`config.mk`:
```
export PLATFORM = sky130hd
export DESIGN_NAME = scan_code_to_ascii_decoder_unit
export DESIGN_NICKNAME = d
export VERILOG_FILES = /design/src/sv/scd_pkg.sv /design/src/sv/scd_decode.sv /design/src/sv/scd_out_stage.sv /design/src/sv/scan_code_to_ascii_decoder_unit.sv
export SDC_FILE = /design/constraint.sdc
export NUM_CORES = 1
export LEC_CHECK = 0
export BUFFER_PORTS_ARGS = -buffer_cell sky130_fd_sc_hd__buf_2
export CELL_PAD_IN_SITES_DETAIL_PLACEMENT = 0
export CELL_PAD_IN_SITES_GLOBAL_PLACEMENT = 2
export CORE_MARGIN = 4
export CORE_UTILIZATION = 37
export DETAILED_ROUTE_END_ITERATION = 10
export GPL_TIMING_DRIVEN = 0
export PLACE_DENSITY_LB_ADDON = 0.1
export SYNTH_ARGS = -nofsm -noshare
export SYNTH_HDL_FRONTEND = slang
export SYNTH_HIERARCHICAL = 1
export SYNTH_SLANG_ARGS = --single-unit
```
`constraint.sdc`:
```
create_clock -name clk -period 4.6 [get_ports clk]
set_input_delay 0.92 -clock clk [delete_from_list [all_inputs] [get_ports clk]]
set_output_delay 0.92 -clock clk [all_outputs]
set_load 0.03 [all_outputs]
```
`src/sv/scd_pkg.sv`:
```
// Package for the set-1 scan code decoder: result types, event codes and
// the layout key tables. No dependencies.
package scd_pkg;

  localparam logic [1:0] KIND_CHAR = 2'd0;
  localparam logic [1:0] KIND_CONSOLE = 2'd1;
  localparam logic [1:0] KIND_LED = 2'd2;

  localparam logic LAYOUT_SPANISH = 1'b0;
  localparam logic LAYOUT_ENGLISH = 1'b1;

  localparam logic [7:0] CODE_RELEASE_BIT = 8'h80;
  localparam logic [7:0] CODE_LSHIFT_UP = 8'hAA;
  localparam logic [7:0] CODE_RSHIFT_UP = 8'hB6;
  localparam logic [7:0] CODE_F1 = 8'h3B;
  localparam logic [7:0] CODE_F8 = 8'h42;
  localparam logic [7:0] CODE_LSHIFT = 8'h2A;
  localparam logic [7:0] CODE_RSHIFT = 8'h36;
  localparam logic [7:0] CODE_CAPS = 8'h3A;
  localparam logic [7:0] CODE_TABLE_END = 8'h51;

  typedef struct packed {
    logic [1:0] kind;
    logic [6:0] ch;
    logic [2:0] con;
    logic [2:0] led;
  } result_t;

  typedef struct packed {
    logic    has_result;
    result_t res;
  } decode_t;

  // t = {layout, shifted}: Spanish plain, Spanish shifted, English plain, English shifted
  function automatic logic [6:0] pick(input logic [1:0] t, input logic [7:0] a,
                                      input logic [7:0] b, input logic [7:0] c,
                                      input logic [7:0] d);
    logic [7:0] r;
    case (t)
      2'd0: r = a;
      2'd1: r = b;
      2'd2: r = c;
      default: r = d;
    endcase
    return r[6:0];
  endfunction

  function automatic logic [6:0] letter(input logic sh, input logic [7:0] lower);
    logic [7:0] r;
    r = sh ? (lower - 8'h20) : lower;
    return r[6:0];
  endfunction

  function automatic logic [6:0] key_char(input logic eng, input logic sh,
                                          input logic [6:0] idx);
    logic [1:0] t;
    logic [6:0] c;
    t = {eng, sh};
    case (idx)
      7'd0: c = 7'h1B;
      7'd1: c = pick(t, "@", "#", 8'h60, "~");
      7'd2: c = pick(t, "1", "!", "1", "+");
      7'd3: c = pick(t, "2", "\"", "2", "@");
      7'd4: c = pick(t, "3", "-", "3", "#");
      7'd5: c = pick(t, "4", "$", "4", "$");
      7'd6: c = pick(t, "5", "%", "5", "%");
      7'd7: c = pick(t, "6", "&", "6", "^");
      7'd8: c = pick(t, "7", "/", "7", "&");
      7'd9: c = pick(t, "8", "(", "8", "*");
      7'd10: c = pick(t, "9", ")", "9", "(");
      7'd11: c = pick(t, "0", "=", "0", ")");
      7'd12: c = pick(t, "#", "?", "-", "_");
      7'd13: c = pick(t, "*", "@", "=", "+");
      7'd14: c = 7'h08;
      7'd15: c = 7'h09;
      7'd16: c = letter(sh, "q");
      7'd17: c = letter(sh, "w");
      7'd18: c = letter(sh, "e");
      7'd19: c = letter(sh, "r");
      7'd20: c = letter(sh, "t");
      7'd21: c = letter(sh, "y");
      7'd22: c = letter(sh, "u");
      7'd23: c = letter(sh, "i");
      7'd24: c = letter(sh, "o");
      7'd25: c = letter(sh, "p");
      7'd26: c = pick(t, 8'h60, "^", "[", "{");
      7'd27: c = pick(t, "+", "*", "]", "}");
      7'd28: c = 7'h0A;
      7'd30: c = letter(sh, "a");
      7'd31: c = letter(sh, "s");
      7'd32: c = letter(sh, "d");
      7'd33: c = letter(sh, "f");
      7'd34: c = letter(sh, "g");
      7'd35: c = letter(sh, "h");
      7'd36: c = letter(sh, "j");
      7'd37: c = letter(sh, "k");
      7'd38: c = letter(sh, "l");
      7'd39: c = pick(t, "{", "\"", ";", ":");
      7'd40: c = pick(t, "#", "+", "#", "\"");
      7'd41: c = pick(t, "}", "@", "\\", "|");
      7'd43: c = pick(t, "<", ">", "<", ">");
      7'd44: c = letter(sh, "z");
      7'd45: c = letter(sh, "x");
      7'd46: c = letter(sh, "c");
      7'd47: c = letter(sh, "v");
      7'd48: c = letter(sh, "b");
      7'd49: c = letter(sh, "n");
      7'd50: c = letter(sh, "m");
      7'd51: c = pick(t, ",", ";", ",", "<");
      7'd52: c = pick(t, ".", ":", ".", ">");
      7'd53: c = pick(t, "-", "_", "/", "?");
      7'd57: c = 7'h20;
      7'd59: c = 7'h31;
      7'd60: c = 7'h32;
      7'd61: c = 7'h33;
      7'd62: c = 7'h34;
      7'd63: c = 7'h35;
      7'd64: c = 7'h36;
      7'd65: c = 7'h37;
      7'd66: c = 7'h38;
      7'd67: c = 7'h39;
      7'd68: c = 7'h30;
      7'd72: c = 7'h11;
      7'd75: c = 7'h12;
      7'd77: c = 7'h12;
      7'd80: c = 7'h13;
      default: c = 7'h40;
    endcase
    return c;
  endfunction

endpackage

```
`src/sv/scd_decode.sv`:
```
// Decode stage: shift and caps flags plus the combinational scan code decode.
// Depends on scd_pkg.
module scd_decode (
  input  logic              clk,
  input  logic              rst,
  input  logic              layout,
  input  logic [7:0]        code,
  input  logic              advance,
  output scd_pkg::decode_t  dec
);
  import scd_pkg::*;

  logic       shift_held;
  logic       caps_on;
  logic       shift_held_next;
  logic       caps_on_next;
  logic       is_release;
  logic       is_fkey;
  logic       is_shift;
  logic       is_caps;
  logic       is_filtered;
  logic [6:0] raw_ch;
  logic [6:0] ch;
  logic [7:0] fkey_off;

  assign is_release = (code & CODE_RELEASE_BIT) != 8'h00;
  assign is_fkey = !is_release && code >= CODE_F1 && code <= CODE_F8;
  assign is_shift = code == CODE_LSHIFT || code == CODE_RSHIFT;
  assign is_caps = code == CODE_CAPS;
  assign is_filtered = (code inside {8'h01, 8'h0F, 8'h1D, 8'h38, 8'h47, 8'h49, 8'h4F,
                                     8'h51, 8'h53}) || code >= CODE_TABLE_END;
  assign fkey_off = code - CODE_F1;
  assign raw_ch = key_char(layout, shift_held, code[6:0]);

  always_comb begin
    ch = raw_ch;
    if (caps_on && !shift_held && (raw_ch inside {[7'h61:7'h7A]})) begin
      ch = raw_ch - 7'h20;
    end else if (caps_on && shift_held && (raw_ch inside {[7'h41:7'h5A]})) begin
      ch = raw_ch + 7'h20;
    end
  end

  always_comb begin
    dec = '0;
    shift_held_next = shift_held;
    caps_on_next = caps_on;
    if (is_release) begin
      if (code == CODE_LSHIFT_UP || code == CODE_RSHIFT_UP) begin
        shift_held_next = 1'b0;
      end
    end else if (is_fkey) begin
      dec.has_result = 1'b1;
      dec.res.kind = KIND_CONSOLE;
      dec.res.con = fkey_off[2:0];
    end else if (is_shift) begin
      shift_held_next = 1'b1;
    end else if (is_caps) begin
      caps_on_next = !caps_on;
      dec.has_result = 1'b1;
      dec.res.kind = KIND_LED;
      dec.res.led = {!caps_on, 2'b00};
    end else if (!is_filtered) begin
      dec.has_result = 1'b1;
      dec.res.kind = KIND_CHAR;
      dec.res.ch = ch;
    end
  end

  always_ff @(posedge clk) begin
    if (rst) begin
      shift_held <= 1'b0;
      caps_on <= 1'b0;
    end else if (advance) begin
      shift_held <= shift_held_next;
      caps_on <= caps_on_next;
    end
  end

endmodule

```
`src/sv/scd_out_stage.sv`:
```
// Result register holding one decoded event until the consumer takes it.
// Depends on scd_pkg.
module scd_out_stage (
  input  logic              clk,
  input  logic              rst,
  input  logic              load,
  input  scd_pkg::result_t  res,
  input  logic              ready,
  output logic              valid,
  output logic              free,
  output scd_pkg::result_t  res_q
);
  import scd_pkg::*;

  assign free = !valid || ready;

  always_ff @(posedge clk) begin
    if (rst) begin
      valid <= 1'b0;
    end else if (free) begin
      valid <= load;
    end
  end

  always_ff @(posedge clk) begin
    if (load && free) begin
      res_q <= res;
    end
  end

endmodule

```
`src/sv/scan_code_to_ascii_decoder_unit.sv`:
```
// Set-1 scan code to console event decoder, top level.
// Path: an accepted item passes through the input register, then the result register.
// Throughput: one item per cycle; stalls only when the result register is full
// and not being taken while the input register holds an item with a result.
// Reset (rst, synchronous): empties both registers, clears shift and caps,
// selects the Spanish layout. Depends on scd_pkg, scd_decode, scd_out_stage.
module scan_code_to_ascii_decoder_unit (
  input  logic       clk,
  input  logic       rst,
  input  logic       cfg_we,
  input  logic [0:0] cfg_data,
  input  logic       scan_valid,
  output logic       scan_ready,
  input  logic [7:0] scan_code,
  output logic       event_valid,
  input  logic       event_ready,
  output logic [1:0] event_kind,
  output logic [6:0] char_code,
  output logic [2:0] console_index,
  output logic [2:0] led_mask
);
  import scd_pkg::*;

  logic       layout;
  logic       code_valid;
  logic [7:0] code;
  logic       advance;
  logic       out_free;
  decode_t    dec;
  result_t    res_q;

  always_ff @(posedge clk) begin
    if (rst) begin
      layout <= LAYOUT_SPANISH;
    end else if (cfg_we) begin
      layout <= cfg_data[0];
    end
  end

  assign advance = code_valid && (!dec.has_result || out_free);
  assign scan_ready = !code_valid || advance;

  always_ff @(posedge clk) begin
    if (rst) begin
      code_valid <= 1'b0;
    end else if (scan_ready) begin
      code_valid <= scan_valid;
    end
  end

  always_ff @(posedge clk) begin
    if (scan_ready && scan_valid) begin
      code <= scan_code;
    end
  end

  scd_decode u_decode (
    .clk     (clk),
    .rst     (rst),
    .layout  (layout),
    .code    (code),
    .advance (advance),
    .dec     (dec)
  );

  scd_out_stage u_out (
    .clk   (clk),
    .rst   (rst),
    .load  (advance && dec.has_result),
    .res   (dec.res),
    .ready (event_ready),
    .valid (event_valid),
    .free  (out_free),
    .res_q (res_q)
  );

  assign event_kind = res_q.kind;
  assign char_code = res_q.ch;
  assign console_index = res_q.con;
  assign led_mask = res_q.led;

endmodule

```
Yosys cells after proc, flatten, opt, wreduce, memory -nomap -nowiden. Cells that the tools add are included.

Reductions and logical operators: 36. $add $sub $neg: 3. $lt $le $gt $ge: 7. Mux-type cells: 66. Equality and inequality tests: 84. Bitwise operators: 4.

Operator list (count): one-hot mux 7 bit (66 select lines) (1); == test 7 x 6 -> 1 bit, second input constant (27); 2-to-1 mux 6 bit (26); one-hot mux 7 bit (3 select lines) (6); == test 7 x 5 -> 1 bit, second input constant (15); one-hot mux 5 bit (2 select lines) (8); == test 7 bit, second input constant (9); == test 7 x 4 -> 1 bit, second input constant (8); == test 8 x 7 -> 1 bit, second input constant (5); one-hot mux 6 bit (3 select lines) (2); == test 8 x 6 -> 1 bit, second input constant (4); == test 7 x 3 -> 1 bit, second input constant (4); 2-to-1 mux 7 bit (4); one-hot mux 7 bit (2 select lines) (2); 2-to-1 mux 10 bit (2); 2-to-1 mux 3 bit (6); == test 8 bit, second input constant (2); 2-to-1 mux 16 bit (1); == test 7 x 2 -> 1 bit, second input constant (2); greater-or-equal comparator 7 bit, second input constant (2); <= comparator 7 bit, second input constant (2); logical AND 1 bit (12); 2-to-1 mux 5 bit (2); nonzero test 9 bit (1); 29 further kinds (47).

Word-level logic and storage cells: 212. Output and inout port bits: 17. Register bits after elaboration: 28.

Logic depth before layout (Yosys ltp). Gate-level depths: netlist of run 1.

Depth in word-level cells: 19. Depth in mapped cells: 17.

Cells and area by module. Netlist of run 1, hierarchy kept.

Modules (own cells, without submodules): scd_decode (instances 1, cells an instance 384, sequential area each 40.0 um^2, area each 2549.9 um^2); scd_out_stage (instances 1, cells an instance 20, sequential area each 470.5 um^2, area each 505.5 um^2); scan_code_to_ascii_decoder_unit (instances 1, cells an instance 19, sequential area each 280.3 um^2, area each 354.1 um^2).

Worst setup path before layout of run 1. OpenSTA, ideal clock, no wires.

Path type: reg2reg. Start: register code[0]. End: register, netlist name u_out/res_q[12]. Path slack: 0.963 ns. Setup time: 0.266 ns. Required time: 4.334 ns. Stages on the path, launching flop included: 17. Data arrival time: 3.371 ns. Cell sequence: edfxtp_1 > ha_1 > clkbuf_1 > nand2b_1 > a311oi_1 > nor3_1 > o211ai_1 > or4_1 > nor4_1 > or2_2 > ha_1 > inv_1 > or3_1 > o32ai_1 > nand3_1 > a211oi_1 > a211oi_1.

Word-level cells in the longest chain between the ends: 8. Elaborated cells on any way between the ends: 102. Those cells by class: 2 x add/sub; 7 x order compare; 78 x eq/ne; 3 x mux; 12 x reduce/logical.

Ends and longest elaborated chain: start: declaration (RTL line scan_code_to_ascii_decoder_unit.sv:26) `logic [7:0] code;`; start signal: assignment (RTL line scan_code_to_ascii_decoder_unit.sv:53) `code <= scan_code;`; == test 7 bit (RTL line scd_pkg.sv:59) `case (idx)`; OR reduction 2 bit (no line); one-hot mux 7 bit (66 select lines) (RTL line scd_pkg.sv:59); greater-or-equal comparator 7 bit / <= comparator 7 bit (equally long branches) (RTL line scd_decode.sv:39) `end else if (caps_on && shift_held && (raw_ch inside {[7'h41:7'h5A]})) begin`; logical AND 1 bit (2 in series) (RTL line scd_decode.sv:39); 2-to-1 mux 7 bit (RTL line scd_decode.sv:39); 2-to-1 mux 7 bit (RTL line scd_decode.sv:37) `if (caps_on && !shift_held && (raw_ch inside {[7'h61:7'h7A]})) begin`.

Several ways; a longest one is shown, not always the timed one. A chain may end at the register's enable or synchronous reset.

Worst setup path after layout of run 1.
Start: register code[0]. End: register, netlist name u_out/res_q[11].

Word-level cells in the longest chain between the ends: 8. Elaborated cells on any way between the ends: 102. Those cells by class: 2 x add/sub; 7 x order compare; 78 x eq/ne; 3 x mux; 12 x reduce/logical.

Ends and longest elaborated chain (RTL line): == test 7 bit (scd_pkg.sv:59); OR reduction 2 bit (no line); one-hot mux 7 bit (66 select lines) (scd_pkg.sv:59); greater-or-equal comparator 7 bit / <= comparator 7 bit (equally long branches) (scd_decode.sv:39); logical AND 1 bit (2 in series) (scd_decode.sv:39); 2-to-1 mux 7 bit (scd_decode.sv:39); 2-to-1 mux 7 bit (scd_decode.sv:37).

Several ways; a longest one is shown, not always the timed one.

==> results.env, run 1 <==
UNREPAIRED_SETUP_ENDPOINTS_AFTER_GLOBAL_ROUTING='no'
POWER.DENSITY_CELL_AREA_nW_PER_UM2=188
BUFFER_PORTS.INSERTED=30
GRT_PASS1_WL_MM=20.6
PERIOD_NEEDED_NS=4.35
POWER.TOTAL_mW=0.724
DIE_H_UM=104
HOLD_VIOLATIONS=0
RUN_STATUS='complete, no violations'
CHIPWIDTH_UM=104
POST_SYNTH_MAIN_AREA_CONTRIBUTORS='edfxtp_1 20%, ha_1 5.1%, nor2_1 4.5%, nor3_1 4.1%, a21oi_1 3.4%'
FLOORPLAN.INITIALDENSITY=0.385
TOTAL_LEAKAGE_POWER_nW=1.40
INTERNAL_POWER_mW=0.468
DRT_PRE_ANTENNA_ITERS=7
POST-ROUTE-PERIOD-UTIL=0.946
POWER.SEQUENTIAL.FRACTION=0.396
DESIGN.FINAL.NETS=487
MAX-CLOCK-PATH-BUFFERS=2
PSW_mW=0.256
MIN_PATH_TYPE='flop to flop'
SYNTHARSTFLOPSHARE=0
PLACE.GP.CONGESTION=0.987
ROUTED_WIRELENGTH_MM=13.5
ANTENNA_CELLS=0
NETLIST.TOP_CELL.BY_AREA='edfxtp_1'
CRITPATHLAUNCHTYPE='flop'
PLACEMENT_ROWS=34
SWITCHING_SHARE=0.354
VIA_COUNT_OF_THE_FIRST_GLOBAL_ROUTING_PASS=3500
CTS_HTREE_LEVELS=1
WORSTSKEWPAIRLATENCY_NS=0.28
YS_SEQ_AREA_FRAC=0.232
NUMBER_OF_ENABLE_TYPE_REGISTER_CELLS_IN_THE_SYNTHESIZED_NETLIST=23
TRITONCTS='done'
SHARE_OF_FINAL_LAYOUT_STANDARD_CELLS_STRONGER_THAN_DRIVE_STRENGTH_1=0.240
WORST_SETUP_PATH_END_KIND='flop'
AREA_GROWTH_SYN_TO_LAYOUT_PCT=12.9
DESIGN.PORTCOUNT=31
FILLERS=904
WORST-SETUP-PATH-TYPE='flop to flop'
WORST_SETUP_HOLD_PATH_CLK_SLEW_NS=0.10
DRV_SLEW=0
TRITONCTS.NUM_BUFFERS=3
POSTSYNTHAREAPERCELL_SQ_UM=8.06
GRT_START_MAX_NET_PINS=17
YS_SEQ_ELEMENTS=28
MAXIMUM_FANOUT_ENCOUNTERED_ON_THE_CRITICAL_TIMING_PATH=10
SYNTH_CELL_TYPES=82
FRACTION_OF_POWER_CONSUMED_BY_THE_CLOCK_NETWORK=0.238
DP.FINAL_HPWL_MM=10.1
GRT_ANTENNA_BEFORE_REPAIR=0
ANTENNA_VIOLATING_NETS_POST_ROUTE=0
SYNTHCELLS=423
FINAL.SETUP_SKEW_NS=0.00425
ROUTE.VIAS.TOTAL=3747
COREAREA_SQ_UM=8850
MAX_SLEW.WORST_PIN.SLEW_NS=0.952
POST-SYNTH-TOP-AREA-FRACTION=0.203
SLEW_HEADROOM=0.357
FINAL_UTIL=0.435
CTS_HOLD_BUFFERS=0
VIA_PER_INST=6.62
POWER.COMBINATIONAL.FRACTION=0.366
GRTUSAGETOTAL=0.241
DRCVIOLATIONCOUNT=0
WORST-ENDPOINT-REQUIRED_NS=4.72
FIRST_ITER_VIOLATIONS=546
FMAX_MHz=230
MAXCAPVIOLCOUNT=0
VDD_DROP_MAX_mV=0.132
REMAINING_GLOBAL_ROUTE_OVERFLOW=0
CRITICAL_PATH_ARRIVAL_NS=4.47
YS_WARN_COUNT=6
CTS.SINKS=28
YS_DOMINANT_REG_CELL='edfxtp_1'
CTS-ROOT-BUF='clkbuf_8'
SETUP_VIOL=0
WL_PER_CELL_UM=23.9
NETLIST_AREA_SQ_UM=3410
FP.DIEAREA_SQ_UM=10800
[critical path, stage by stage (launching register included)]
cell and delay (ns):
edfxtp_1 0.44, ha_1 0.34, clkbuf_2 0.25, nor2_2 0.28
nor3_1 0.09, o31ai_2 0.47, o311ai_0 0.25, or3_1 0.47
or2_2 0.36, ha_1 0.19, inv_1 0.12, or3_1 0.14
o32ai_2 0.08, and3_4 0.21, or3_1 0.30, a21oi_1 0.19
[state kept, by name, indices dropped and copies added (netlist names)]
register             flops
layout                   1
u_decode/shift_held      1
code                     8
u_out/valid              1
code_valid               1
u_out/res_q             15
u_decode/caps_on         1
[power by group through the flow]
stage          Sequential (mW)  Combinational, mW  Clock [mW]
2_1_floorplan            0.294              0.170           0
3_3_place_gp             0.292              0.247           0
3_5_place_dp             0.293              0.241           0
4_1_cts                  0.287              0.246       0.180
5_1_grt                  0.288              0.284       0.190
6_report                 0.287              0.265       0.172
[Yosys cell counts (4+ instances only)]
library cell	number
a311oi_1	5
nor3_1	28
nor4_2	5
nand2b_1	14
buf_4	12
o21ai_0	20
nand2_1	26
o211ai_1	6
nand3b_1	4
dfxtp_1	5
edfxtp_1	23
or3_1	7
nor2b_1	6
a2111oi_0	4
ha_1	14
a21oi_1	23
clkbuf_1	7
o22ai_1	8
buf_2	10
buf_6	9
a211oi_1	9
inv_1	19
nand3_1	10
o32ai_1	6
nand4_1	5
nor4_1	10
xor2_1	4
nor2_1	41
[timing repair]
action                                  in CTS  in global routing
pin swaps                                    0                  1
setup buffers                                1                  0
endpoints found under the setup margin       2                  2
gates resized for setup                      3                 16
[routing by layer]
layer,global-route usage,wire length [um],share of wire,up-vias
li1,-,-,-,1679
met1,0.332,5670,0.42,1750
met2,0.358,5850,0.43,257
met3,0.0459,1300,0.096,61
met4,0.121,697,0.052,0
met5,0,0,0,-
[through the flow]
step | worst slack (ns) | setup TNS (ns) | cells | instance area (sq um) | hold slack, ns
after floorplan | 0.963 | 0 | 424 | 3410 | 0.516
after global placement | -0.421 | -0.713 | 562 | 3700 | 0.506
after detailed placement | -0.320 | -0.513 | 562 | 3700 | 0.519
after CTS | 0.0580 | 0 | 567 | 3790 | 0.532
after global routing | 0.00113 | 0 | 566 | 3850 | 0.553
final | 0.249 | 0 | 566 | 3850 | 0.527
[path summary, 6_finish.rpt]
| kind | slack, ns | endpoint | cells after the start | startpoint |
|---|---|---|---|---|
| setup / recovery | 0.25 | u_out/res_q[11] | 15 | code[0] |
| hold / removal | 0.53 | code_valid | 2 | code_valid |
| setup reg to reg | 0.25 | u_out/res_q[11] | 15 | code[0] |
| hold reg to reg | 0.53 | code_valid | 2 | code_valid |
[placed cells by master, fill, tap and decap left out, types with 4 or more instances in the layout]
master / count
nand2b_1: 14
clkbuf_1: 5
nor3_1: 28
inv_1: 19
nand3b_1: 4
nor4_1: 8
dfxtp_1: 5
nand4_1: 5
nor2b_1: 6
edfxtp_1: 23
ha_1: 14
or3_1: 7
xor2_1: 4
a311oi_1: 5
buf_4: 13
buf_2: 39
nor2_1: 40
o32ai_1: 5
nand2_1: 24
o21ai_0: 20
o22ai_1: 8
o211ai_1: 6
nand3_1: 10
a21oi_1: 23
a211oi_1: 8
nor4_2: 4
buf_6: 9
[kinds of logic (layout without fill, tap and decap cells)]
kind of cell             after synthesis  after routing  share of synthesized area
AO/OA/AOI/OAI                        122            122                      0.261
XOR/XNOR                               5              5                     0.0128
adder cells (fa/ha/maj)               14             14                     0.0514
buffers and inverters                 58             92                      0.101
flip-flops                            28             28                      0.232
multiplexers                           3              3                    0.00881
other                                  1              2                    0.00110
AND/OR/NAND/NOR                      192            192                      0.332
[final cells by class]
| cell class | count | area [sq um] | area share |
|---|---|---|---|
| multi-input cells | 338 | 2360 | 0.612 |
| well taps | 108 | 135 | 0.0351 |
| inverters | 20 | 75.1 | 0.0195 |
| plain buffers | 37 | 268 | 0.0695 |
| clock buffers | 4 | 66.3 | 0.0172 |
| flip-flops and latches | 28 | 791 | 0.205 |
| repair buffers | 31 | 158 | 0.0409 |
No activity file was read; power rests on OpenSTA's default activity.
==> run 2: changes to the inputs <==
--- a/config.mk
+++ b/config.mk
@@ -10,9 +10,12 @@
 export CELL_PAD_IN_SITES_GLOBAL_PLACEMENT = 2
 export CORE_MARGIN = 4
 export CORE_UTILIZATION = 37
+export CTS_CLUSTER_SIZE = 25
 export DETAILED_ROUTE_END_ITERATION = 10
 export GPL_TIMING_DRIVEN = 0
 export PLACE_DENSITY_LB_ADDON = 0.1
+export REMOVE_ABC_BUFFERS = 1
+export SETUP_SLACK_MARGIN = 0.5
 export SYNTH_ARGS = -nofsm -noshare
 export SYNTH_HDL_FRONTEND = slang
 export SYNTH_HIERARCHICAL = 1
==> run 2 against run 1 <==
Effect of this change:
- sequential power about the same
- die area unchanged
- clock skew decreased by 0.0023 ns
- final area increased by 4.0%
- clock-buffer cell count unchanged
- via count decreased by 2.1%
- highest routed layer unchanged
==> results.env, run 2 (synthesis gave the netlist of run 1 again) <==
CRITICAL-PATH-TOP-DELAY-FAMILY='simple AND/OR/NAND/NOR gates'  # unchanged
MAX_FLOP_REGISTER='u_out/res_q'  # unchanged
PLACE.GP.CONGESTION=0.942  # was 0.987
CRITICAL_PATH_ARRIVAL_NS=4.07  # was 4.47 ns
FRACTION_OF_POWER_CONSUMED_BY_THE_CLOCK_NETWORK=0.205  # was 0.238
TOTAL_LEAKAGE_POWER_nW=1.43  # was 1.40 nW
VIA_PER_INST=6.64  # was 6.62
FIRST_ITER_VIOLATIONS=443  # was 546
WORST_SETUP_HOLD_PATH_CLK_SLEW_NS=0.09  # was 0.10 ns
TIMING.CRITICAL_PATH.CELLS='buf_4, ha_4, nor2_1, a21bo_2, o32a_1, o211ai_1, nor4_4, or2_4, ha_1, inv_1, or3_1, o32ai_2, and3_4, o21bai_1, a211oi_2'  # was ha_1, clkbuf_2, nor2_2, nor3_1, o31ai_2, o311ai_0, or3_1, or2_2, ha_1, inv_1, or3_1, o32ai_2, and3_4, or3_1, a21oi_1
DRCVIOLATIONCOUNT=0  # unchanged
PLACEMENT_ROWS=34  # unchanged
CRITPATHLAUNCHTYPE='flop'  # unchanged
ANTENNA_CELLS=0  # unchanged
MULTI_INPUT_AREA_SQ_UM=2510  # was 2360 sq um
SETUP_VIOL=0  # unchanged
POWER.SEQUENTIAL.FRACTION=0.402  # was 0.396
AREA_GROWTH_SYN_TO_LAYOUT_PCT=17.5  # was 12.9%
SWITCHING_SHARE=0.353  # was 0.354
LARGEST_REGISTERS='u_out/res_q x15, code x8'  # unchanged
R2R_SETUP_SLACK_NS=0.64  # was 0.25 ns
MAXCAPVIOLCOUNT=0  # unchanged
INTERNAL_POWER_mW=0.466  # was 0.468 mW
CTS_HTREE_LEVELS=1  # unchanged
ANTENNA_VIOLATING_NETS_POST_ROUTE=0  # unchanged
CHIPWIDTH_UM=104  # unchanged
DESIGN.PORTCOUNT=31  # unchanged
ROUTED_WIRELENGTH_MM=12.7  # was 13.5 mm
LAYOUT.CELLS.MOST_COMMON='nor2_1'  # unchanged
GRT_ANTENNA_BEFORE_REPAIR=0  # unchanged
PSW_mW=0.255  # was 0.256 mW
DRV_SLEW=0  # unchanged
MAX_SLEW.WORST_PIN.SLEW_NS=0.690  # was 0.952 ns
WL_PER_CELL_UM=22.9  # was 23.9 um
SLEW_HEADROOM=0.536  # was 0.357
HOLD_VIOLATIONS=0  # unchanged
BUFFER_PORTS.INSERTED=30  # unchanged
VDD_DROP_MAX_mV=0.124  # was 0.132 mV
FINAL.SETUP_SKEW_NS=0.00191  # was 0.00425 ns
MIN_PATH_TYPE='flop to flop'  # unchanged
FILLERS=905  # was 904
MAX-CLOCK-PATH-BUFFERS=2  # unchanged
TRITONCTS.NUM_BUFFERS=3  # unchanged
WHS_NS=0.521  # was 0.527 ns
CRITICAL_PATH.MAX_STAGE_DELAY_NS=0.43  # was 0.47 ns
FMAX_MHz=253  # was 230 MHz
LAYOUT_COMMON_CELLS='40 x nor2_1, 30 x buf_2, 27 x nor3_1, 23 x edfxtp_1, 23 x a21oi_1'  # was 40 x nor2_1, 39 x buf_2, 28 x nor3_1, 24 x nand2_1
PERIOD_NEEDED_NS=3.96  # was 4.35 ns
DRT_PRE_ANTENNA_ITERS=5  # was 7
FLOORPLAN.INITIALDENSITY=0.385  # unchanged
POST-ROUTE-PERIOD-UTIL=0.860  # was 0.946
ROUTE.VIAS.TOTAL=3668  # was 3747
GRT_PASS1_WL_MM=19.6  # was 20.6 mm
POWER.COMBINATIONAL.FRACTION=0.393  # was 0.366
DP.FINAL_HPWL_MM=8.55  # was 10.1 mm
FINAL_UTIL=0.453  # was 0.435
WORST_PATH_MAX_DELAY_CELL='edfxtp_1'  # was o31ai_2
POWER.DENSITY_CELL_AREA_nW_PER_UM2=180  # was 188 nW/um^2
WORSTSKEWPAIRLATENCY_NS=0.27  # was 0.28 ns
WORST_SETUP_PATH_END_KIND='flop'  # unchanged
TRITONCTS='done'  # unchanged
CTS.SINKS=28  # unchanged
GRT_START_MAX_NET_PINS=26  # was 17
DIE_H_UM=104  # unchanged
FP.DIEAREA_SQ_UM=10800  # unchanged
NUMBER_OF_FLIP_FLOPS_UNDER_THE_LARGEST_REGISTER_NAME=15  # unchanged
WORST-ENDPOINT-REQUIRED_NS=4.71  # was 4.72 ns
CTS-ROOT-BUF='clkbuf_8'  # unchanged
WORST-SETUP-PATH-TYPE='flop to flop'  # unchanged
VIA_COUNT_OF_THE_FIRST_GLOBAL_ROUTING_PASS=3485  # was 3500
COREAREA_SQ_UM=8850  # unchanged
MAXIMUM_FANOUT_ENCOUNTERED_ON_THE_CRITICAL_TIMING_PATH=15  # was 10
WORSTPATHBUFFERINVERTERCOUNT=2  # unchanged
REMAINING_GLOBAL_ROUTE_OVERFLOW=0  # unchanged
GRTUSAGETOTAL=0.225  # was 0.241
SHARE_OF_FINAL_LAYOUT_STANDARD_CELLS_STRONGER_THAN_DRIVE_STRENGTH_1=0.270  # was 0.240
DESIGN.FINAL.NETS=473  # was 487
SEQ_CELL_AREA_SQ_UM=791  # unchanged
UNREPAIRED_SETUP_ENDPOINTS_AFTER_GLOBAL_ROUTING='yes'  # was no
RUN_STATUS='complete, no violations'  # unchanged
run 2: cell count changes in the layout (fill, tap and decap cells not counted), sizes merged:
cell	change
clkbuf	-7
buf	-7
run 2: worst reg2reg max path: cells and delay by family (launching register included):
family	cells	cell delay [ns]
buffers and inverters	2	0.23
AOI/OAI and AO/OA	6	1.22
and+or+nand+nor	5	1.53
DFF	1	0.43
adders and majority gates	2	0.39
run 2: repair_timing:
| action | 4_1_cts | 5_1_grt |
|---|---|---|
| resized for setup | 26 | 23 |
| setup endpoints to repair | 3 | 2 |
| hold buffers | 0 | 0 |
| pin swaps | 2 | 6 |
| setup buffers | 15 | 5 |
run 2: final cells by class:
cell class / count / area share
Multi-Input combinational cell: 338 / 0.627
Timing Repair Buffer: 54 / 0.109
Tap cell: 108 / 0.0337
Inverter: 20 / 0.0187
Sequential cell: 28 / 0.197
Clock buffer: 4 / 0.0137
run 2: routing by layer:
metal,vias to the layer above,global-route usage,wire length (um)
met5,-,0,0
met2,241,0.351,5600
met3,49,0.0435,1270
met4,0,0.0779,503
met1,1722,0.311,5290
li1,1656,-,-
run 2: final timing paths:
kind,startpoint,endpoint,cells past startpoint
worst min register to register,u_out/valid,u_out/valid,2
worst min-delay path,u_out/valid,u_out/valid,2
worst max-delay path,code[0],u_out/res_q[12],15
worst max register to register,code[0],u_out/res_q[12],15
run 2: power by group through the flow:
| stage | clock network (mW) | logic [mW] | registers (mW) |
|---|---|---|---|
| after floorplan | 0 | 0.133 | 0.311 |
| after global placement | 0 | 0.191 | 0.319 |
| after detailed placement | 0 | 0.211 | 0.308 |
| after CTS | 0.155 | 0.254 | 0.291 |
| after global routing | 0.172 | 0.304 | 0.291 |
| final | 0.148 | 0.283 | 0.290 |
run 2: metrics by stage:
stage	setup TNS [ns]	std cells	worst slack (ns)	power [mW]	cell area, sq um
after floorplan	0	386	0.489	0.444	3150
after global placement	-1.22	524	-0.639	0.510	3430
after CTS	0	547	0.555	0.700	3860
after global routing	0	552	0.396	0.766	4010
after detailed placement	-0.462	528	-0.292	0.520	3540
final	0	552	0.643	0.721	4010
